[src/sv/dcorr_pkg.sv]
// dcorr_pkg: shared types, register indexes and helpers for the disparity correlator
// no dependencies; imported by every module of the block

package dcorr_pkg;

    localparam int DATA_W     = 8;   // sample width
    localparam int SUM_W      = 16;  // wrapping accumulator width
    localparam int OUT_DISP_W = 3;   // disparity field on the result bus
    localparam int SHIFT_W    = 4;   // result shift register width
    localparam int CFG_W      = 9;   // widest configuration register
    localparam int CFG_IDX_W  = 3;   // configuration register index
    localparam int CMP_W      = 16;  // width used for count compares

    // configuration register indexes
    localparam logic [CFG_IDX_W-1:0] REG_NUM_CHANNELS = 3'd0;
    localparam logic [CFG_IDX_W-1:0] REG_NUM_DISP     = 3'd1;
    localparam logic [CFG_IDX_W-1:0] REG_FRAME_WIDTH  = 3'd2;
    localparam logic [CFG_IDX_W-1:0] REG_FRAME_ROWS   = 3'd3;
    localparam logic [CFG_IDX_W-1:0] REG_OUT_SHIFT    = 3'd4;

    // sequencer states
    typedef enum logic [3:0] {
        ST_IDLE  = 4'b0001,
        ST_MAC   = 4'b0010,
        ST_FLUSH = 4'b0100,
        ST_EMIT  = 4'b1000
    } seq_state_t;

    // accumulator memory commands from the sequencer
    typedef struct packed {
        logic mac_rd;   // read entry for a multiply-accumulate
        logic emit_rd;  // read entry for a result
        logic clear;    // drop all entries back to zero
    } acc_ctrl_t;

    // one result on its way out
    typedef struct packed {
        logic [OUT_DISP_W-1:0] disp;
        logic [DATA_W-1:0]     corr;
        logic                  last_pix;
        logic                  eof;
    } out_item_t;

    // zero acts as one, oversized values saturate
    function automatic logic [CMP_W-1:0] clamp_count(input logic [CMP_W-1:0] v,
                                                     input logic [CMP_W-1:0] maxv);
        logic [CMP_W-1:0] r;
        if (v == '0)
            r = CMP_W'(1);
        else if (v > maxv)
            r = maxv;
        else
            r = v;
        return r;
    endfunction

endpackage

[src/sv/dcorr_accum.sv]
// dcorr_accum: per-disparity accumulator memory with multiply-accumulate write-back
// uses dcorr_pkg; fed by the sequencer and the history memory read data

module dcorr_accum #(
    parameter int MAX_DISP = 8,
    parameter int DISP_W   = 3
) (
    input  logic                                clk,
    input  logic                                rst_n,
    input  dcorr_pkg::acc_ctrl_t                ctrl,
    input  logic [DISP_W-1:0]                   rd_idx,
    input  logic                                upd,       // disparity in range for this column
    input  logic signed [dcorr_pkg::DATA_W-1:0] left_value,
    input  logic [dcorr_pkg::DATA_W-1:0]        hist_rdata,
    output logic [dcorr_pkg::SUM_W-1:0]         emit_sum
);
    import dcorr_pkg::*;

    logic [SUM_W-1:0]  acc_mem [MAX_DISP];
    logic [MAX_DISP-1:0] valid_reg;
    logic [SUM_W-1:0]  rd_data_reg;
    logic              rd_valid_reg;
    logic              mac_pend_reg;
    logic              upd_reg;
    logic [DISP_W-1:0] widx_reg;

    logic [SUM_W-1:0]        acc_base;
    logic signed [SUM_W-1:0] prod;
    logic [SUM_W-1:0]        sum;
    logic                    wr_en;

    // entry not written since the last clear reads as zero
    assign acc_base = rd_valid_reg ? rd_data_reg : '0;
    assign prod     = $signed({{(SUM_W-DATA_W){left_value[DATA_W-1]}}, left_value})
                    * $signed({{(SUM_W-DATA_W){hist_rdata[DATA_W-1]}}, hist_rdata});
    assign sum      = acc_base + SUM_W'(prod);
    assign wr_en    = mac_pend_reg && upd_reg;
    assign emit_sum = acc_base;

    always_ff @(posedge clk)
    begin
        if (ctrl.mac_rd || ctrl.emit_rd)
        begin
            rd_data_reg <= acc_mem[rd_idx];
        end
        if (wr_en)
        begin
            acc_mem[widx_reg] <= sum;
        end
        upd_reg  <= upd;
        widx_reg <= rd_idx;
    end

    always_ff @(posedge clk or negedge rst_n)
    begin
        if (!rst_n)
        begin
            valid_reg    <= '0;
            rd_valid_reg <= 1'b0;
            mac_pend_reg <= 1'b0;
        end
        else
        begin
            mac_pend_reg <= ctrl.mac_rd;
            if (ctrl.mac_rd || ctrl.emit_rd)
            begin
                rd_valid_reg <= valid_reg[rd_idx];
            end
            if (ctrl.clear)
            begin
                valid_reg <= '0;
            end
            else if (wr_en)
            begin
                valid_reg[widx_reg] <= 1'b1;
            end
        end
    end

endmodule

[config.mk]
export PLATFORM = sky130hd
export DESIGN_NAME = dcorr_accum
export DESIGN_NICKNAME = d
export VERILOG_FILES = /design/src/sv/dcorr_pkg.sv /design/src/sv/dcorr_accum.sv
export SDC_FILE = /design/constraint.sdc
export NUM_CORES = 1
export LEC_CHECK = 0
export ABC_CLOCK_PERIOD_IN_PS = 5000
export BUFFER_PORTS_ARGS = -buffer_cell sky130_fd_sc_hd__buf_2
export CORE_MARGIN = 2
export CORE_UTILIZATION = 58
export CTS_BUF_LIST = sky130_fd_sc_hd__clkbuf_8
export CTS_CLUSTER_SIZE = 14
export DETAILED_ROUTE_END_ITERATION = 7
export GPL_TIMING_DRIVEN = 0
export MAX_ROUTING_LAYER = met4
export PLACE_DENSITY = 0.79
export SLEW_MARGIN = 40
export SYNTH_ARGS = -nofsm -noshare
export SYNTH_HDL_FRONTEND = slang
export SYNTH_SLANG_ARGS = --single-unit
[constraint.sdc]
create_clock -name clk -period 5 [get_ports clk]
set_clock_uncertainty 0.2 [all_clocks]
set_input_delay 0.25 -clock clk [delete_from_list [all_inputs] [get_ports clk]]
set_output_delay 0.25 -clock clk [all_outputs]
set_load 0.005 [all_outputs]
==> out/qor.csv <==
stage,metric,value,unit
status,run_status,"finished, violations left",
status,violations,negative setup slack,
placed_design,dpl.hpwl,12500,um
clocking,clk_latency,0.44,ns
clocking,cts_buffers,17,
synth,syn-instance-count,583,
drt,drt_wl_total,17500,um
floorplan,start_util,58.6,%
layout,syn_to_final_growth,18.3,%
sta,drv_slew,0,
sta,finalHoldViolCount,0,
worst_setup_path,critPathCaptureType,flop,
worst_setup_path,critical_path_class,flop to flop,
synth,synth_area_per_cell,15.1,um2
layout,largest_register_ffs,128,
worst_setup_path,crit_chain,clkbuf_16 > buf_4 > and2_1 > fa_2 > fa_1 > fa_1 > fa_1 > ha_1 > ha_2 > nor2_2 > buf_4 > a21oi_4 > a2111oi_4 > nor3_2 > xor2_2 > buf_6,
synth,ys_ff_latch,158,
pwr,seqPwrFrac,35.3,%
clocking,clock-root-buffer,clkbuf_8,
synth,synth_top_area_share,49.1,%
synth,ys_warn_count,0,
layout,instances_no_fill,874,
grt,grt_max_degree,17,
worst_setup_path,crit_buf_inv,4,
synth,ys_seq_area_share,52.9,%
placed_design,place_ws,-0.698,ns
layout,fin_nets,806,
synth,synth_ff_type,edfxtp_1,
clocking,clk_pin_slew,0.08,ns
drt,drtIter0Drc,447,
pwr,power_leakage,4.21,nW
layout,antenna_cells,0,
sta,timing.final.crit_share,103,%
synth,yosysTopAreaCell,edfxtp_1,
sta,worst_slew_pin_slew,0.759,ns
worst_setup_path,crit_path_frequent_cell,fa_1,
worst_setup_path,worstPathMaxFanout,8,
pwr,power,6.11,mW
synth,synth_area,8810,um2
clocking,clock_sinks,158,
sta,max_freq,0.195,GHz
worst_setup_path,worst_ep_arrival_time,5.12,ns
clocking,cts_tree,built,
grt,grt_remaining_overflow,0,
pwr,p_int,3.98,mW
sta,relSlewSlack,49.4,%
synth,synth_edf_count,144,
sta,finalSetupViolCount,24,
worst_setup_path,required,5.00,ns
grt,antenna_found_initial,0,
floorplan,dieArea,16200,um2
drt,num_vias,4957,
drt,antenna_left,0,
floorplan,die_h,127,um
synth,async_flop_share,6.33,%
grt,grt_pass1_vias,5339,
synth,ys_types,36,
pwr,switchingPower,2.13,mW
placed_design,port_buffers,39,
worst_setup_path,cp_top_family,adder cells,
clocking,htreeDepth,4,
worst_setup_path,max_stage_delay,0.60,ns
pwr,vdd_drop_max,0.355,mV
sta,hold_ws,0.257,ns
placed_design,place_inst,820,
grt,grt_use_total,23.6,%
pwr,power.density,586,nW/um2
placed_design,gp_congestion,0.826,
pwr,p_sw_share,34.8,%
drt,wl_per_cell,20.0,um
grt,grt_pass1_wl,27600,um
pwr,clkPwrFrac,16.0,%
floorplan,top_level_ports,41,
pwr,p_comb_share,48.7,%
floorplan,core,15000,um2
sta,min_period,5.13,ns
worst_setup_path,critPathSlowestCell,fa_1,
worst_setup_path,critPathLaunchType,flop,
sta,rsz0062_at_grt,true,
floorplan,row_count,45,
layout,drive_above_1_share,29.3,%
synth,synth_area_leaders,"edfxtp_1, fa_1, mux4_2",
hold_path,hold_class,primary input to flop,
clocking,cts_buffer_depth,2,
run,maxCapViolCount,0,
drt,drt_first_pass_iters,5,
synth,synth_fp_nets,716,
drt,drc_errors,0,
floorplan,die_w,127,um
sta,setup_slack,-0.130,ns
drt,routed_via_density,5.67,
-- Yosys cell counts (all sizes together), types with 2 or more instances --
master / n
dfrtp: 10
buf: 6
nand2: 39
nor2: 33
and2: 35
xor2: 2
clkbuf: 6
mux4: 34
fa: 71
inv: 89
o21ai: 5
a21oi: 6
nor3: 4
xnor2: 18
nand2b: 5
a21o: 3
mux2: 16
ha: 37
edfxtp: 144
dfxtp: 4
nor2b: 4
-- metal layers --
metal	routed length [um]	vias to the layer above	global-route usage [%]
met3	1030	31	4.90
li1	-	2190	-
met4	310	0	5.62
met1	7110	2551	30.7
met2	9010	185	38.9
met5	0	-	-
-- cell type report --
cell class,count,area (um2)
Clock buffer,19,262
Fill cell,935,4620
Clock inverter,13,158
Timing Repair Buffer,71,508
Inverter,89,334
Buffer,12,71.3
Tap cell,188,235
Sequential cell,158,4660
Multi-Input combinational cell,324,4190
-- cells by family (layout without fill, tap and decap cells) --
kind of cell             count (synthesis)  after routing  share of synthesized area [%]
adder cells (fa/ha/maj)                108            108                           21.4
multiplexers                            51             51                           10.9
buffers and inverters                  101            204                           4.36
AND/OR/NAND/NOR                        124            124                           6.76
XOR/XNOR                                20             20                           1.99
AO/OA/AOI/OAI                           21             21                           1.78
flip-flops                             158            158                           52.9
-- layout by cell type (no fill, tap or decap), types with 3 or more instances in the layout --
master         instances
edfxtp_1             144
inv_1                 92
fa_1                  67
buf_2                 47
nand2_1               35
mux4_2                34
and2_1                33
nor2_1                25
ha_1                  25
clkbuf_8              19
mux2_2                16
xnor2_1               13
ha_4                  10
dlygate4sd3_1          9
dfrtp_1                9
buf_4                  9
nor2_4                 7
buf_8                  6
nand2b_1               5
clkbuf_1               5
fa_2                   4
bufinv_16              4
buf_6                  4
dfxtp_1                4
a21o_1                 3
a21oi_4                3
xnor2_4                3
nor3_2                 3
clkinv_2               3
-- stage by stage --
stage          util, %  instance area [um2]  setup TNS, ns
2_1_floorplan        -                 8840              0
3_3_place_gp      61.6                 9270         -18.54
3_5_place_dp      62.7                 9430         -25.25
4_1_cts           67.6                10200          -1.46
5_1_grt           69.3                10400          -4.51
6_report          69.3                10400          -2.46
-- timing repair --
item | 4_1_cts | 5_1_grt
setup endpoints to repair | 72 | 64
hold buffers | 9 | 0
pin swaps | 26 | 23
setup buffers | 11 | 4
endpoints found under the hold margin | 24 | 0
gates cloned | 0 | 0
resized for setup | 27 | 38
-- final timing paths --
path                                          start                       end  slack (ns)  cells after the start
max                        rd_valid_reg$_DFFE_PN0P_  acc_mem[2][14]$_DFFE_PP_       -0.13                     16
min                                       rd_idx[0]       widx_reg[0]$_DFF_P_        0.26                      2
max reg2reg                rd_valid_reg$_DFFE_PN0P_  acc_mem[2][14]$_DFFE_PP_       -0.13                     16
min reg2reg                valid_reg[7]$_DFFE_PN0P_  valid_reg[7]$_DFFE_PN0P_        0.30                      2
max in group asynchronous                     rst_n  rd_valid_reg$_DFFE_PN0P_        3.67                      3
min in group asynchronous                     rst_n  valid_reg[5]$_DFFE_PN0P_        0.60                      3
-- worst reg2reg max path, stage by stage, from the launching register on --
cell       delay [ns]
dfrtp_2          0.44
clkbuf_16        0.16
buf_4            0.14
and2_1           0.18
fa_2             0.59
fa_1             0.44
fa_1             0.60
fa_1             0.45
ha_1             0.29
ha_2             0.20
nor2_2           0.18
buf_4            0.16
a21oi_4          0.08
a2111oi_4        0.37
nor3_2           0.09
xor2_2           0.16
buf_6            0.14
-- power by group through the flow --
stage	combinational (mW)	sequential (mW)	clock [mW]
2_1_floorplan	1.44	2.17	0
3_3_place_gp	1.86	2.18	0
3_5_place_dp	1.96	2.19	0
4_1_cts	2.32	2.16	0.985
5_1_grt	3.24	2.16	1.04
6_report	2.98	2.15	0.977
Note: power is estimated with default switching activity, not from simulation.
