`src/sv/dcorr_pkg.sv`:
```
// dcorr_pkg: shared types, register indexes and helpers for the disparity correlator
// no dependencies; imported by every module of the block

package dcorr_pkg;

    localparam int DATA_W     = 8;   // sample width
    localparam int SUM_W      = 16;  // wrapping accumulator width
    localparam int OUT_DISP_W = 3;   // disparity field on the result bus
    localparam int SHIFT_W    = 4;   // result shift register width
    localparam int CFG_W      = 9;   // widest configuration register
    localparam int CFG_IDX_W  = 3;   // configuration register index
    localparam int CMP_W      = 16;  // width used for count compares

    // configuration register indexes
    localparam logic [CFG_IDX_W-1:0] REG_NUM_CHANNELS = 3'd0;
    localparam logic [CFG_IDX_W-1:0] REG_NUM_DISP     = 3'd1;
    localparam logic [CFG_IDX_W-1:0] REG_FRAME_WIDTH  = 3'd2;
    localparam logic [CFG_IDX_W-1:0] REG_FRAME_ROWS   = 3'd3;
    localparam logic [CFG_IDX_W-1:0] REG_OUT_SHIFT    = 3'd4;

    // sequencer states
    typedef enum logic [3:0] {
        ST_IDLE  = 4'b0001,
        ST_MAC   = 4'b0010,
        ST_FLUSH = 4'b0100,
        ST_EMIT  = 4'b1000
    } seq_state_t;

    // accumulator memory commands from the sequencer
    typedef struct packed {
        logic mac_rd;   // read entry for a multiply-accumulate
        logic emit_rd;  // read entry for a result
        logic clear;    // drop all entries back to zero
    } acc_ctrl_t;

    // one result on its way out
    typedef struct packed {
        logic [OUT_DISP_W-1:0] disp;
        logic [DATA_W-1:0]     corr;
        logic                  last_pix;
        logic                  eof;
    } out_item_t;

    // zero acts as one, oversized values saturate
    function automatic logic [CMP_W-1:0] clamp_count(input logic [CMP_W-1:0] v,
                                                     input logic [CMP_W-1:0] maxv);
        logic [CMP_W-1:0] r;
        if (v == '0)
            r = CMP_W'(1);
        else if (v > maxv)
            r = maxv;
        else
            r = v;
        return r;
    endfunction

endpackage

```
`src/sv/dcorr_hist_mem.sv`:
```
// dcorr_hist_mem: right-sample history, one write port and one registered read port
// uses dcorr_pkg for the sample width

module dcorr_hist_mem #(
    parameter int DEPTH  = 512,
    parameter int ADDR_W = 9
) (
    input  logic                          clk,
    input  logic                          we,
    input  logic [ADDR_W-1:0]             waddr,
    input  logic [dcorr_pkg::DATA_W-1:0]  wdata,
    input  logic                          re,
    input  logic [ADDR_W-1:0]             raddr,
    output logic [dcorr_pkg::DATA_W-1:0]  rdata
);
    import dcorr_pkg::*;

    logic [DATA_W-1:0] mem [DEPTH];
    logic [DATA_W-1:0] rdata_reg;

    always_ff @(posedge clk)
    begin
        if (we)
        begin
            mem[waddr] <= wdata;
        end
        if (re)
        begin
            rdata_reg <= mem[raddr];
        end
    end

    assign rdata = rdata_reg;

endmodule

```
`config.mk`:
```
export PLATFORM = sky130hd
export DESIGN_NAME = dcorr_hist_mem
export DESIGN_NICKNAME = d
export VERILOG_FILES = /design/src/sv/dcorr_pkg.sv /design/src/sv/dcorr_hist_mem.sv
export SDC_FILE = /design/constraint.sdc
export NUM_CORES = 2
export LEC_CHECK = 0
export BUFFER_PORTS_ARGS = -buffer_cell sky130_fd_sc_hd__buf_2
export CAP_MARGIN = 20
export CORE_MARGIN = 5
export CORE_UTILIZATION = 55
export DETAILED_ROUTE_END_ITERATION = 10
export HOLD_SLACK_MARGIN = 0.06
export MAX_ROUTING_LAYER = met4
export PLACE_DENSITY_LB_ADDON = 0.3
export SYNTH_ARGS = -nofsm -noshare
export SYNTH_HDL_FRONTEND = slang
export SYNTH_SLANG_ARGS = --single-unit
```
`constraint.sdc`:
```
create_clock -name clk -period 2.4 [get_ports clk]
set_input_delay 0.24 -clock clk [delete_from_list [all_inputs] [get_ports clk]]
set_output_delay 0.24 -clock clk [all_outputs]
set_load 0.005 [all_outputs]
```
==> flow_summary.html <==
<table>
<tr><th>Metric</th><th>Value</th></tr>
<tr><th colspan="2">Outcome</th></tr>
<tr><td>Run status</td><td>finished with violations</td></tr>
<tr><td>Failing checks</td><td>negative setup slack</td></tr>
<tr><th colspan="2">Logic synthesis</th></tr>
<tr><td>#FFs+latches synth</td><td>a little over 4,000</td></tr>
<tr><td>Synth top cells by count</td><td>sky130_fd_sc_hd__edfxtp_1 (4,104), sky130_fd_sc_hd__mux2i_1 (797), sky130_fd_sc_hd__mux4_2 (654)</td></tr>
<tr><td>Dominant cells by area after synthesis</td><td>sky130_fd_sc_hd__edfxtp_1 (77%), sky130_fd_sc_hd__mux4_2 (9.2%), sky130_fd_sc_hd__mux2i_1 (5.0%)</td></tr>
<tr><td>Yosys warning total</td><td>0</td></tr>
<tr><td>Area share of the largest cell type after synthesis</td><td>0.770</td></tr>
<tr><td>Largest family of logic cells by synthesized area</td><td>multiplexers</td></tr>
<tr><td>Cell type contributing the most total cell area after synthesis</td><td>sky130_fd_sc_hd__edfxtp_1</td></tr>
<tr><td>Area fraction in and, or, nand and nor cells after synthesis</td><td>0.0263</td></tr>
<tr><td>Post-Synthesis Mean Instance Area</td><td>19.9 um^2</td></tr>
<tr><td>Number of flops mapped to enable cells by yosys</td><td>about 4,100</td></tr>
<tr><td>Fraction of synthesized area in multiplexers</td><td>0.142</td></tr>
<tr><td>Synthesized-area fraction occupied by adder cells</td><td>0</td></tr>
<tr><td>Fraction of the mapped netlist area in compound gates</td><td>0.0431</td></tr>
<tr><td>Fraction of registers with async set/reset</td><td>0</td></tr>
<tr><td>Cell count after synthesis</td><td>~8,000</td></tr>
<tr><td>Total nets after synthesis</td><td>between 8,000 and 9,000</td></tr>
<tr><td>Top-count cell post-synth</td><td>sky130_fd_sc_hd__edfxtp_1</td></tr>
<tr><td>Area share of xor/xnor cells in the synthesized design</td><td>0</td></tr>
<tr><td>Top_reg_cell synth</td><td>sky130_fd_sc_hd__edfxtp_1</td></tr>
<tr><td>Count of different cell masters after synthesis</td><td>50</td></tr>
<tr><td>Netlist area before placement</td><td>~0.16 mm^2</td></tr>
<tr><td>Sequential fraction of the synthesis area</td><td>0.770</td></tr>
<tr><th colspan="2">Power</th></tr>
<tr><td>Maximum vdd ir drop</td><td>approximately 630 uV</td></tr>
<tr><td>Reported leakage power</td><td>between 60 and 70 nW</td></tr>
<tr><td>Pwr dens</td><td>around 800 mW/mm^2</td></tr>
<tr><th colspan="2">Floorplanning</th></tr>
<tr><td>Number of primary I/O pins</td><td>37</td></tr>
<tr><td>Height of the die</td><td>around 550 um</td></tr>
<tr><td>Placement Rows</td><td>around 200</td></tr>
<tr><td>Area inside the core boundary</td><td>slightly below 0.3 mm^2</td></tr>
<tr><td>Die area</td><td>~0.30 mm^2</td></tr>
<tr><td>Initial Utilization</td><td>0.551</td></tr>
<tr><td>Horizontal extent of the die</td><td>approximately 550 um</td></tr>
<tr><th colspan="2">GRT</th></tr>
<tr><td>GR Util met3</td><td>0.0563</td></tr>
<tr><td>Number of global-route vias before repair</td><td>slightly below 90,000</td></tr>
<tr><td>Pin count of the biggest net entering global routing</td><td>~130</td></tr>
<tr><td>M1 GR Usage</td><td>0.388</td></tr>
<tr><td>Number of antenna violations at the first check in global routing</td><td>18</td></tr>
<tr><td>All-layer global routing usage</td><td>0.285</td></tr>
<tr><td>GR Overflow Total</td><td>0</td></tr>
<tr><td>Met2 capacity usage during global routing</td><td>0.437</td></tr>
<tr><td>GR peak layer</td><td>met2</td></tr>
<tr><td>Global-route wire length before repair</td><td>approximately 610,000 um</td></tr>
<tr><th colspan="2">Drt</th></tr>
<tr><td>Length of the first detailed-routing pass in iterations</td><td>6</td></tr>
<tr><td>Initial drt markers</td><td>roughly 12,000</td></tr>
<tr><td>Post-route DRC violation count</td><td>0</td></tr>
<tr><td>Routed via count</td><td>87,100</td></tr>
<tr><td>Routed WL</td><td>420,000 um</td></tr>
<tr><td>Number of vias per cell after detailed routing</td><td>roughly 6.4</td></tr>
<tr><td>Final ANT Viol Nets</td><td>0</td></tr>
<tr><td>Post-detailed-route wirelength per cell</td><td>between 30 and 40 um</td></tr>
<tr><th colspan="2">Placement</th></tr>
<tr><td>Pre-CTS WS</td><td>-1.43 ns</td></tr>
<tr><td>Input/output buffers</td><td>36</td></tr>
<tr><td>Placer Congestion</td><td>~0.97</td></tr>
<tr><td>Post-DP Area</td><td>approximately 0.18 mm^2</td></tr>
<tr><td>Placed cell count</td><td>roughly 13,000</td></tr>
<tr><td>Half-perimeter wire length after placement</td><td>270,000 um</td></tr>
<tr><th colspan="2">STA</th></tr>
<tr><td>Setup slack after layout</td><td>-0.169 ns</td></tr>
<tr><td>Setup TNS</td><td>-0.585 ns</td></tr>
<tr><td>Worst clock skew</td><td>0.0435 ns</td></tr>
<tr><td>Worst slew slack as a fraction of its limit</td><td>0.286</td></tr>
<tr><td>Final cycle utilization of the critical path</td><td>1.07</td></tr>
<tr><td>Final setup violation count</td><td>7</td></tr>
<tr><td>Final Max Slew Viols</td><td>0</td></tr>
<tr><td>Actual slew at the worst max-slew pin</td><td>roughly 1.1 ns</td></tr>
<tr><td>Final number of hold-violating endpoints</td><td>0</td></tr>
<tr><td>Max frequency</td><td>0.389 GHz</td></tr>
<tr><td>RSZ-0062 raised after global routing</td><td>true</td></tr>
<tr><td>Shortest period the worst path allows</td><td>approximately 2.6 ns</td></tr>
<tr><th colspan="2">Clocking</th></tr>
<tr><td>CTS tree</td><td>built</td></tr>
<tr><td>Root buffer cell</td><td>sky130_fd_sc_hd__clkbuf_16</td></tr>
<tr><td>Number of buffers on the longest clock path</td><td>4</td></tr>
<tr><td>Num CTS Buffers</td><td>~400</td></tr>
<tr><td>Clock insertion delay at the later pin of the skew report</td><td>roughly 0.9 ns</td></tr>
<tr><td>Reg clk slew, reported paths</td><td>about 0.060 ns</td></tr>
<tr><td>Number of H-tree levels</td><td>5</td></tr>
<tr><td>Clk sink count</td><td>~4,100</td></tr>
<tr><th colspan="2">Worst setup path</th></tr>
<tr><td>Worst-path fanout max</td><td>1</td></tr>
<tr><td>Worst EP arrival</td><td>3.21 ns</td></tr>
<tr><td>WP buf/inv</td><td>2</td></tr>
<tr><td>Critical-path cell list</td><td>mux4_2, mux4_2, nor4_2, buf_4, nor4_4, buf_12, o2111a_1</td></tr>
<tr><td>Critical Path Most Common Cell</td><td>sky130_fd_sc_hd__mux4_2</td></tr>
<tr><td>Required time at the worst-slack endpoint</td><td>3.04 ns</td></tr>
<tr><td>Sort of element at the start of the critical path</td><td>register</td></tr>
<tr><td>Category of the worst setup path capture point</td><td>register</td></tr>
<tr><td>Worst stage delay on the critical path</td><td>0.59 ns</td></tr>
<tr><td>Critical path type</td><td>register to register</td></tr>
<tr><td>Cell with the biggest individual delay on the critical path</td><td>sky130_fd_sc_hd__mux4_2</td></tr>
<tr><td>Kind of cell adding the most delay to the critical path</td><td>multiplexers</td></tr>
<tr><th colspan="2">Job</th></tr>
<tr><td>Total of max-cap violations</td><td>0</td></tr>
<tr><th colspan="2">Layout</th></tr>
<tr><td>Number of nets in the finished design</td><td>9,440</td></tr>
<tr><td>Utilization of the core after routing</td><td>0.651</td></tr>
<tr><td>Post-synthesis to final-layout area growth</td><td>18.2%</td></tr>
<tr><td>Count of non-filler cells in the finished layout</td><td>between 10,000 and 15,000</td></tr>
<tr><td>Total non-filler cell area in the finished layout</td><td>0.189 mm^2</td></tr>
<tr><td>Number of flip-flops under the largest register name</td><td>just over 4,000</td></tr>
<tr><td>Share of final-layout standard cells stronger than drive strength 1</td><td>0.291</td></tr>
<tr><th colspan="2">Worst hold path</th></tr>
<tr><td>HP Class</td><td>input port to register</td></tr>
</table>
cell type report:
cell class	instances	area (um^2)
Sequential cell	4104	123000
Fill cell	18800	101000
Multi-Input combinational cell	3410	34700
Timing Repair Buffer	1491	13500
Clock buffer	477	10400
Tap cell	3900	4880
Clock inverter	255	2390
Antenna cell	10	25.0
Inverter	3	18.8
worst reg2reg max path, delay by kind of cell (launching register included):
kind                   cells  cell delay, ns
AOI/OAI and AO/OA          1            0.16
buffers and inverters      2            0.40
DFF                        1            0.36
muxes                      2            1.09
and+or+nand+nor            2            0.32
worst paths after layout:
| kind | from | to | slack (ns) | cells after the start |
|---|---|---|---|---|
| max reg2reg | mem[436][7]$_DFFE_PP_ | rdata[7]$_DFFE_PP_ | -0.17 | 7 |
| max | mem[436][7]$_DFFE_PP_ | rdata[7]$_DFFE_PP_ | -0.17 | 7 |
| min | raddr[3] | rdata[7]$_DFFE_PP_ | 0.21 | 4 |
| min reg2reg | mem[486][6]$_DFFE_PP_ | rdata[6]$_DFFE_PP_ | 1.31 | 6 |
power by group:
part           total, W  switching, W  internal, W
clock            0.0616        0.0263       0.0353
sequential       0.0790     0.0000528       0.0789
combinational   0.00838       0.00520      0.00317
stage by stage:
stage | hold slack, ns | total power [W]
after CTS | 0.0671 | 0.149
after global routing | 0.186 | 0.153
final | 0.207 | 0.149
after global placement | 0.675 | 0.0884
after floorplan | 0.339 | 0.0843
after detailed placement | 0.683 | 0.0886
cell usage in the layout (no fill, tap or decap), drive strengths merged, types with 10 or more instances in the layout:
master    count
diode        10
a22oi        61
nand2       111
clkinv      188
bufinv       40
o22ai       163
and2         20
a211oi       17
nor4         36
mux4        654
nor2        597
nand4        32
o221ai      372
edfxtp     4104
o31ai        13
inv          16
clkinvlp     14
nand3        36
nor3        109
a21oi       194
buf        1479
mux2i       797
clkbuf      480
o21ai       119
routing by layer:
layer,wire [um],vias to the layer above
met4,17000,0
met3,44600,831
met1,157000,44800
met2,201000,5188
met5,0,-
li1,-,36200
repair_timing:
| action | in CTS | in global routing |
|---|---|---|
| buffers inserted | 0 | 3 |
| setup endpoints to repair | 8 | 8 |
| pin swaps | 27 | 27 |
| gates cloned | 0 | 3 |
| hold buffers | 9 | 0 |
| endpoints found under the hold margin | 1143 | 0 |
| gates resized for setup | 89 | 60 |
cells by family after synthesis:
group | after synthesis
mux | 1451
compound gates | 979
simple gates | 980
flops | 4104
buf+inv | 516
Power figures use the tool's default switching activity.
