## src/sv/dcorr_pkg.sv

```systemverilog
// dcorr_pkg: shared types, register indexes and helpers for the disparity correlator
// no dependencies; imported by every module of the block

package dcorr_pkg;

    localparam int DATA_W     = 8;   // sample width
    localparam int SUM_W      = 16;  // wrapping accumulator width
    localparam int OUT_DISP_W = 3;   // disparity field on the result bus
    localparam int SHIFT_W    = 4;   // result shift register width
    localparam int CFG_W      = 9;   // widest configuration register
    localparam int CFG_IDX_W  = 3;   // configuration register index
    localparam int CMP_W      = 16;  // width used for count compares

    // configuration register indexes
    localparam logic [CFG_IDX_W-1:0] REG_NUM_CHANNELS = 3'd0;
    localparam logic [CFG_IDX_W-1:0] REG_NUM_DISP     = 3'd1;
    localparam logic [CFG_IDX_W-1:0] REG_FRAME_WIDTH  = 3'd2;
    localparam logic [CFG_IDX_W-1:0] REG_FRAME_ROWS   = 3'd3;
    localparam logic [CFG_IDX_W-1:0] REG_OUT_SHIFT    = 3'd4;

    // sequencer states
    typedef enum logic [3:0] {
        ST_IDLE  = 4'b0001,
        ST_MAC   = 4'b0010,
        ST_FLUSH = 4'b0100,
        ST_EMIT  = 4'b1000
    } seq_state_t;

    // accumulator memory commands from the sequencer
    typedef struct packed {
        logic mac_rd;   // read entry for a multiply-accumulate
        logic emit_rd;  // read entry for a result
        logic clear;    // drop all entries back to zero
    } acc_ctrl_t;

    // one result on its way out
    typedef struct packed {
        logic [OUT_DISP_W-1:0] disp;
        logic [DATA_W-1:0]     corr;
        logic                  last_pix;
        logic                  eof;
    } out_item_t;

    // zero acts as one, oversized values saturate
    function automatic logic [CMP_W-1:0] clamp_count(input logic [CMP_W-1:0] v,
                                                     input logic [CMP_W-1:0] maxv);
        logic [CMP_W-1:0] r;
        if (v == '0)
            r = CMP_W'(1);
        else if (v > maxv)
            r = maxv;
        else
            r = v;
        return r;
    endfunction

endpackage

```

## src/sv/dcorr_out_fifo.sv

```systemverilog
// dcorr_out_fifo: result scaling and a two-entry output queue toward the stream port
// uses dcorr_pkg for the result item type

module dcorr_out_fifo (
    input  logic                              clk,
    input  logic                              rst_n,
    input  logic                              push,
    input  logic [dcorr_pkg::OUT_DISP_W-1:0]  push_disp,
    input  logic                              push_last_pix,
    input  logic                              push_eof,
    input  logic [dcorr_pkg::SUM_W-1:0]       push_sum,
    input  logic [dcorr_pkg::SHIFT_W-1:0]     sum_shift,
    output logic [1:0]                        count,
    output logic                              m_tvalid,
    input  logic                              m_tready,
    output dcorr_pkg::out_item_t              head
);
    import dcorr_pkg::*;

    out_item_t         entry_reg [2];
    logic              wr_ptr_reg;
    logic              rd_ptr_reg;
    logic [1:0]        count_reg;
    logic signed [SUM_W-1:0] shifted;
    out_item_t         new_item;
    logic              pop;

    // arithmetic shift, then keep the low byte
    assign shifted = $signed(push_sum) >>> sum_shift;

    always_comb
    begin
        new_item.disp     = push_disp;
        new_item.corr     = shifted[DATA_W-1:0];
        new_item.last_pix = push_last_pix;
        new_item.eof      = push_eof;
    end

    assign m_tvalid = (count_reg != 2'd0);
    assign pop      = m_tvalid && m_tready;
    assign head     = entry_reg[rd_ptr_reg];
    assign count    = count_reg;

    always_ff @(posedge clk)
    begin
        if (push)
        begin
            entry_reg[wr_ptr_reg] <= new_item;
        end
    end

    always_ff @(posedge clk or negedge rst_n)
    begin
        if (!rst_n)
        begin
            wr_ptr_reg <= 1'b0;
            rd_ptr_reg <= 1'b0;
            count_reg  <= 2'd0;
        end
        else
        begin
            if (push)
            begin
                wr_ptr_reg <= ~wr_ptr_reg;
            end
            if (pop)
            begin
                rd_ptr_reg <= ~rd_ptr_reg;
            end
            unique case ({push, pop})
                2'b10:   count_reg <= count_reg + 2'd1;
                2'b01:   count_reg <= count_reg - 2'd1;
                default: count_reg <= count_reg;
            endcase
        end
    end

endmodule

```

## config.mk

```make
export PLATFORM = sky130hd
export DESIGN_NAME = dcorr_out_fifo
export DESIGN_NICKNAME = d
export VERILOG_FILES = /design/src/sv/dcorr_pkg.sv /design/src/sv/dcorr_out_fifo.sv
export SDC_FILE = /design/constraint.sdc
export NUM_CORES = 1
export LEC_CHECK = 0
export CORE_ASPECT_RATIO = 1.1
export CORE_MARGIN = 2
export CORE_UTILIZATION = 44
export DETAILED_ROUTE_END_ITERATION = 8
export DONT_BUFFER_PORTS = 1
export PLACE_DENSITY = 0.6
export SYNTH_ARGS = -nofsm -noshare
export SYNTH_HDL_FRONTEND = slang
export SYNTH_SLANG_ARGS = --single-unit
```

## constraint.sdc

```tcl
create_clock -name clk -period 3.2 [get_ports clk]
set_clock_uncertainty 0.05 [all_clocks]
set_input_delay 0.8 -clock clk [delete_from_list [all_inputs] [get_ports clk]]
set_output_delay 0.8 -clock clk [all_outputs]
set_load 0.05 [all_outputs]
```

==> run metrics, run 1 <==
Cell Area, Placed 1820 um^2; vias per std cell 6.12; Clock power frac between 10% and 20%; startpoint class of the critical path register; worst min path class primary input to async pin; Final Hold Vio Count 0; maximum root-to-sink buffer count 2; post-synth top area cell edfxtp_1; r2r startpoint count[0]; clock sink count 30; Max Slew Vio Count 0; ANT nets after route 0; Max stage delay on crit path 0.72 ns; cell family contributing the most delay on the critical path flip-flops; grt ovf 0; final period utilization approximately three quarters; Core Box Area 3960 um^2; VDD IR max about 230 uV; R2R Path End count[1]; CTS resizes 0; Nets roughly 150; Synth area leaders edfxtp_1, mux4_1, mux2_2; Comb pwr share 37.7%; std cell rows 24; largest net degree at the start of global routing 21; # fillers roughly 350; Fmax 0.419 GHz; via count about 1000; Fin Setup TNS 0 ns; R2R setup slack between 1 and 1.5 ns; Clock Tree Root clkbuf_8; Initial DRT Pass Iterations 4; GPL Wtd Cong about 0.79; commonest non-fill, non-tap cell in the layout edfxtp_1; starting density of the core 45.6%; worst endpoint required time 2.35 ns; worst-path maximum fanout 14; final setup vio count 0; IO Pins 45; Power Total 1.49 mW; Seq pwr share 43.8%; total track usage 15.0%; reg2reg path depth 6; LEAKAGE 0.671 nW; layout cells sized above 1 23.1%; Setup Fix Bufs, Post-CTS 0; Mapped Nets 145; Synth Instances 115; Worst Setup End Kind output port; power per cell area 782 nW/um^2; Sw Ratio 42.3%; GRT met1 Usage 17.8%; # Max-Cap Violations 0; min Tclk post-route 2.38 ns; first-pass GRT wire length 5.09 mm; worst skew pair latency between 0.2 and 0.3 ns; TritonCTS clock tree built; RSZ-0062 raised after global routing false; die area 4640 um^2; busiest grt layer met2; area fraction of the dominant cell type after synthesis 43.2%; setup ws final 0.816 ns; DRC viols 0; Yosys warnings 0; synth unique cells 31; critical path class register to output port; GRT met3 Usage 8.27%; Worst Path Arrival 1.53 ns; port bufs 0; Psw about 0.63 mW; met2 Usage GRT 22.5%; Hold WS 0.167 ns; area grow syn2layout 5.19%; crit path max-delay cell type dfrtp_1; max reg flops 26; CP bufs+invs 0; routed len/inst 18.7 um; Detailed Route WL 3.17 mm; Die Span X 65.1 um; n_diodes 0; vias in the first global route 1061; Slew headroom between 60% and 70%; 1st-iter DRT viols 64; clock-pin transition on the worst setup and hold timing paths roughly 0.06 ns; Die Ht ~70 um; cells along the critical path mux2_2; TritonCTS buffer count 5; htree depth 2; Seq/Total Area, Yosys about half; post-synthesis cell area between 1500 and 2000 um^2; Synth Register Bits 30; synthesized area per cell 15.7 um^2; Power Internal 0.859 mW; run status finished, final reports clean; antenna violations before repair 0; most frequent cells in the layout edfxtp_1, mux2_2, mux4_1; pre-CTS WS 1.10 ns; Slew @ Worst Pin 0.599 ns; Finished Cell Area between 1500 and 2000 um^2; Hold Buf Count CTS 0
cells in the mapped netlist (all sizes together):
library cell  number
nor2b              2
o2111ai            1
mux2              14
o21a               1
dfrtp              4
a22oi              4
ha                 1
edfxtp            26
a32oi              2
xor2               3
a21oi              2
nand3              2
mux4              16
nor2               4
o21ai              1
nor3b              1
or2                1
o211ai             2
inv                3
xnor2              2
buf                6
and2               2
mux2i              5
nand2              8
nand2b             1
clkbuf             1
per-stage QoR:
step / util [%] / std cells
after floorplan: - / 115
after global placement: 45.9 / 161
after detailed placement: 45.9 / 161
after CTS: 47.9 / 169
after global routing: 47.9 / 169
final: 47.9 / 169
worst max-delay path by stage:
stage / start / to / slack (ns) / cells after the start
3_5_place_dp: rd_ptr_reg / head[8] / 1.10 / 1
5_1_grt: rd_ptr_reg / head[4] / 0.73 / 1
2_1_floorplan: sum_shift[0] / entry_reg[0][4] / 1.14 / 4
3_3_place_gp: rd_ptr_reg / head[8] / 1.11 / 1
4_1_cts: rd_ptr_reg / head[8] / 0.80 / 1
6_report: rd_ptr_reg / head[8] / 0.82 / 1
kinds of logic (layout without fill, tap and decap cells):
| logic type | count (synthesis) | after routing | share of synthesized area [%] |
|---|---|---|---|
| fa+ha+maj | 1 | 1 | 0.692 |
| flops | 30 | 30 | 48.8 |
| xor+xnor | 5 | 5 | 2.42 |
| buf+inv | 10 | 12 | 3.88 |
| compound gates | 13 | 13 | 5.19 |
| mux | 35 | 35 | 33.5 |
| simple gates | 21 | 21 | 5.54 |
metal layers:
metal | part of all wire (%) | vias up
met1 | 40 | 504
li1 | - | 473
met5 | 0 | -
met2 | 47 | 53
met4 | 1.8 | 0
met3 | 11 | 4
power by group through the flow:
stage	combinational (mW)	sequential [mW]	clock (mW)
after detailed placement	0.563	0.661	0
after global placement	0.561	0.657	0
after CTS	0.567	0.653	0.284
after floorplan	0.554	0.624	0
final	0.560	0.652	0.275
after global routing	0.591	0.664	0.307
area by class of cell:
type | instances | area [um^2] | area share [%]
multi-input combinational | 75 | 856 | 45.0
clock buffer | 8 | 80.1 | 4.21
tap | 52 | 65.1 | 3.42
sequential | 30 | 881 | 46.3
timing repair buffer | 1 | 7.51 | 0.395
inverter | 3 | 11.3 | 0.592
No activity file was read; power rests on OpenSTA's default activity.
==> run 2, diff against run 1 <==
- ABC_AREA: unset -> 1
- clock period: 3.2 -> 2.4 ns (I/O delays scaled with it)
==> run metrics, run 2 <==
commonest non-fill, non-tap cell in the layout nand2_1; LEAKAGE 0.980 nW (+46%); synth unique cells 22 (-29%); Yosys warnings 0 (unchanged); Max stage delay on crit path 0.37 ns (-0.35 ns); Worst Setup End Kind output port; Setup Fix Bufs, Post-CTS 0 (unchanged); 1st-iter DRT viols 99 (+55%); vias in the first global route 1391 (+31%); Worst Path Arrival 1.48 ns (-0.05 ns); Finished Cell Area 2030 um^2 (+6.9%); Post-synth top cells nand2_1, nand3_1, edfxtp_1; routed len/inst 12.2 um (-35%); Clock Tree Root clkbuf_8; area fraction of the dominant cell type after synthesis 41.9% (-1.4 points); Final Hold Vio Count 0 (unchanged); most frequent cells in the layout nand2_1, nand3_1, edfxtp_1; worst hold path cell count 1; final period utilization 88.6%; worst endpoint required time 1.75 ns (-0.60 ns); startpoint class of the critical path register; die area 4780 um^2 (+3.1%); via count 1449 (+40%); area grow syn2layout 8.92%; Core Box Area 4020 um^2 (+1.5%); IO Pins 45 (unchanged); worst skew pair latency 0.26 ns (about the same); crit path max-delay cell type dfrtp_1; main flop type after synthesis edfxtp_1; Max Slew Vio Count 0 (unchanged); std cell rows 24 (unchanged); Initial DRT Pass Iterations 4 (unchanged); Fmax 0.470 GHz; first-pass GRT wire length 6.06 mm (+19%); Synth area leaders edfxtp_1, nand2_1, nand3_1; dpl hpwl around 2.6 mm; reg2reg path depth 7 (+1); EDFF count, synth 26 (unchanged); ANT nets after route 0 (unchanged); Synth Register Bits 30 (unchanged); cells along the critical path inv_1 > nand2_1 > nand2_1; Seq/Total Area, Yosys 47.2% (-1.5 points); # Max-Cap Violations 0 (unchanged); VDD IR max 858 uV (+270%); post-synthesis cell area 1870 um^2 (+3.3%); Power Total 2.23 mW (+50%); total track usage 16.3% (+1.2 points); Nets 273 (+87%); antenna violations before repair 0 (unchanged); Mapped Nets 262 (+81%); post-synth top area cell edfxtp_1; placed cell count 287 (+78%); layout cells sized above 1 16.5% (-6.6 points); TritonCTS buffer count 5 (unchanged); Detailed Route WL 3.61 mm (+14%); Die Ht 72.3 um (+1.5%); power per cell area 1100 nW/um^2 (+40%); final setup vio count 0 (unchanged); vias per std cell 4.91 (-20%); critical path's most frequent cell nand2_1; htree depth 2 (unchanged); critical path class register to output port; port bufs 0 (unchanged); min Tclk post-route approximately 2.1 ns; Non-Filler Instances 295 (+75%); worst min path class primary input to register; TritonCTS clock tree built; clock sink count 30 (unchanged); Fin Setup TNS 0 ns (unchanged); DRC viols 0 (unchanged); Synth async-reset ratio 13.3% (unchanged); Slew @ Worst Pin 0.535 ns (-0.0633 ns); starting density of the core 46.4% (+0.78 points); max reg flops 26 (unchanged); count leader, synth nand2_1; # fillers 408 (+18%); Hold Buf Count CTS 1 (+1); GPL Wtd Cong 0.759 (-3.7%); Die Span X 66.1 um (+1.5%); synthesized area per cell 8.04 um^2 (-49%); CTS resizes 0 (unchanged); RSZ-0062 raised after global routing false; Slew headroom 64.3% (+4.2 points); worst-path maximum fanout 14 (unchanged); largest net degree at the start of global routing 19 (-9.5%); clock-pin transition on the worst setup and hold timing paths 0.05 ns (about the same); run status finished, final reports clean; n_diodes 0 (unchanged); grt ovf 0 (unchanged); Synth Instances 232 (+100%); Cell Area, Placed 1940 um^2 (+6.7%); maximum root-to-sink buffer count 2 (unchanged)
-- run 2: cell count changes after synthesis, moves of 5 or more --
| cell | before | now |
|---|---|---|
| inv_1 | 3 | 9 |
| nand3_1 | 2 | 37 |
| mux2_2 | 14 | 0 |
| mux4_2 | 6 | 0 |
| mux2i_1 | 5 | 0 |
| nand3_2 | 0 | 11 |
| mux4_1 | 10 | 0 |
| nand2_1 | 8 | 118 |
-- run 2: cells by family after synthesis --
kind of cell    Yosys count  synth area share [%]
compound gates            2                 0.536
simple gates            174                  42.7
buf+inv                  21                  7.04
xor+xnor                  4                  1.88
flops                    30                  47.2
fa+ha+maj                 1                 0.671
-- run 2: power breakdown --
group | leakage [nW] | internal [mW] | switching, mW
Sequential | 0.292 | 0.716 | 0.0364
Combinational | 0.644 | 0.278 | 0.846
Clock | 0.0438 | 0.193 | 0.158
-- run 2: final timing paths --
kind | from | endpoint | slack [ns]
max | rd_ptr_reg | head[0] | 0.27
min | push | wr_ptr_reg | 0.37
max reg2reg | count[0] | count[1] | 0.72
min reg2reg | wr_ptr_reg | wr_ptr_reg | 0.44
max in group asynchronous | rst_n | rd_ptr_reg | 1.56
min in group asynchronous | rst_n | count[1] | 0.56
-- run 2: area by class of cell --
cell class / instances / area, um^2 / area share (%)
inverter: 11 / 46.3 / 2.28
multi-input combinational: 181 / 853 / 42.0
timing repair buffer: 14 / 108 / 5.30
sequential: 30 / 881 / 43.3
clock buffer: 5 / 68.8 / 3.39
clock inverter: 2 / 10.0 / 0.493
tap: 52 / 65.1 / 3.20
-- run 2: routing by layer --
| metal | global-route usage (%) | share of wire, % |
|---|---|---|
| met4 | 4.76 | 0.64 |
| met2 | 26.0 | 48 |
| met5 | 0 | 0 |
| met3 | 4.19 | 5.2 |
| met1 | 21.9 | 46 |
-- run 2: critical path, delay by kind of cell (launching register included) --
family,cells,cell delay (ns)
buffers and inverters,1,0.37
AND/OR/NAND/NOR,2,0.47
flip-flops,1,0.37
-- run 2: metrics by stage --
stage / setup WS, ns / util (%) / hold WS (ns)
after floorplan: 0.314 / - / 0.254
after global placement: 0.590 / 48.3 / 0.255
after detailed placement: 0.547 / 48.3 / 0.255
after CTS: 0.253 / 50.5 / 0.357
after global routing: 0.185 / 50.5 / 0.360
final: 0.273 / 50.5 / 0.369
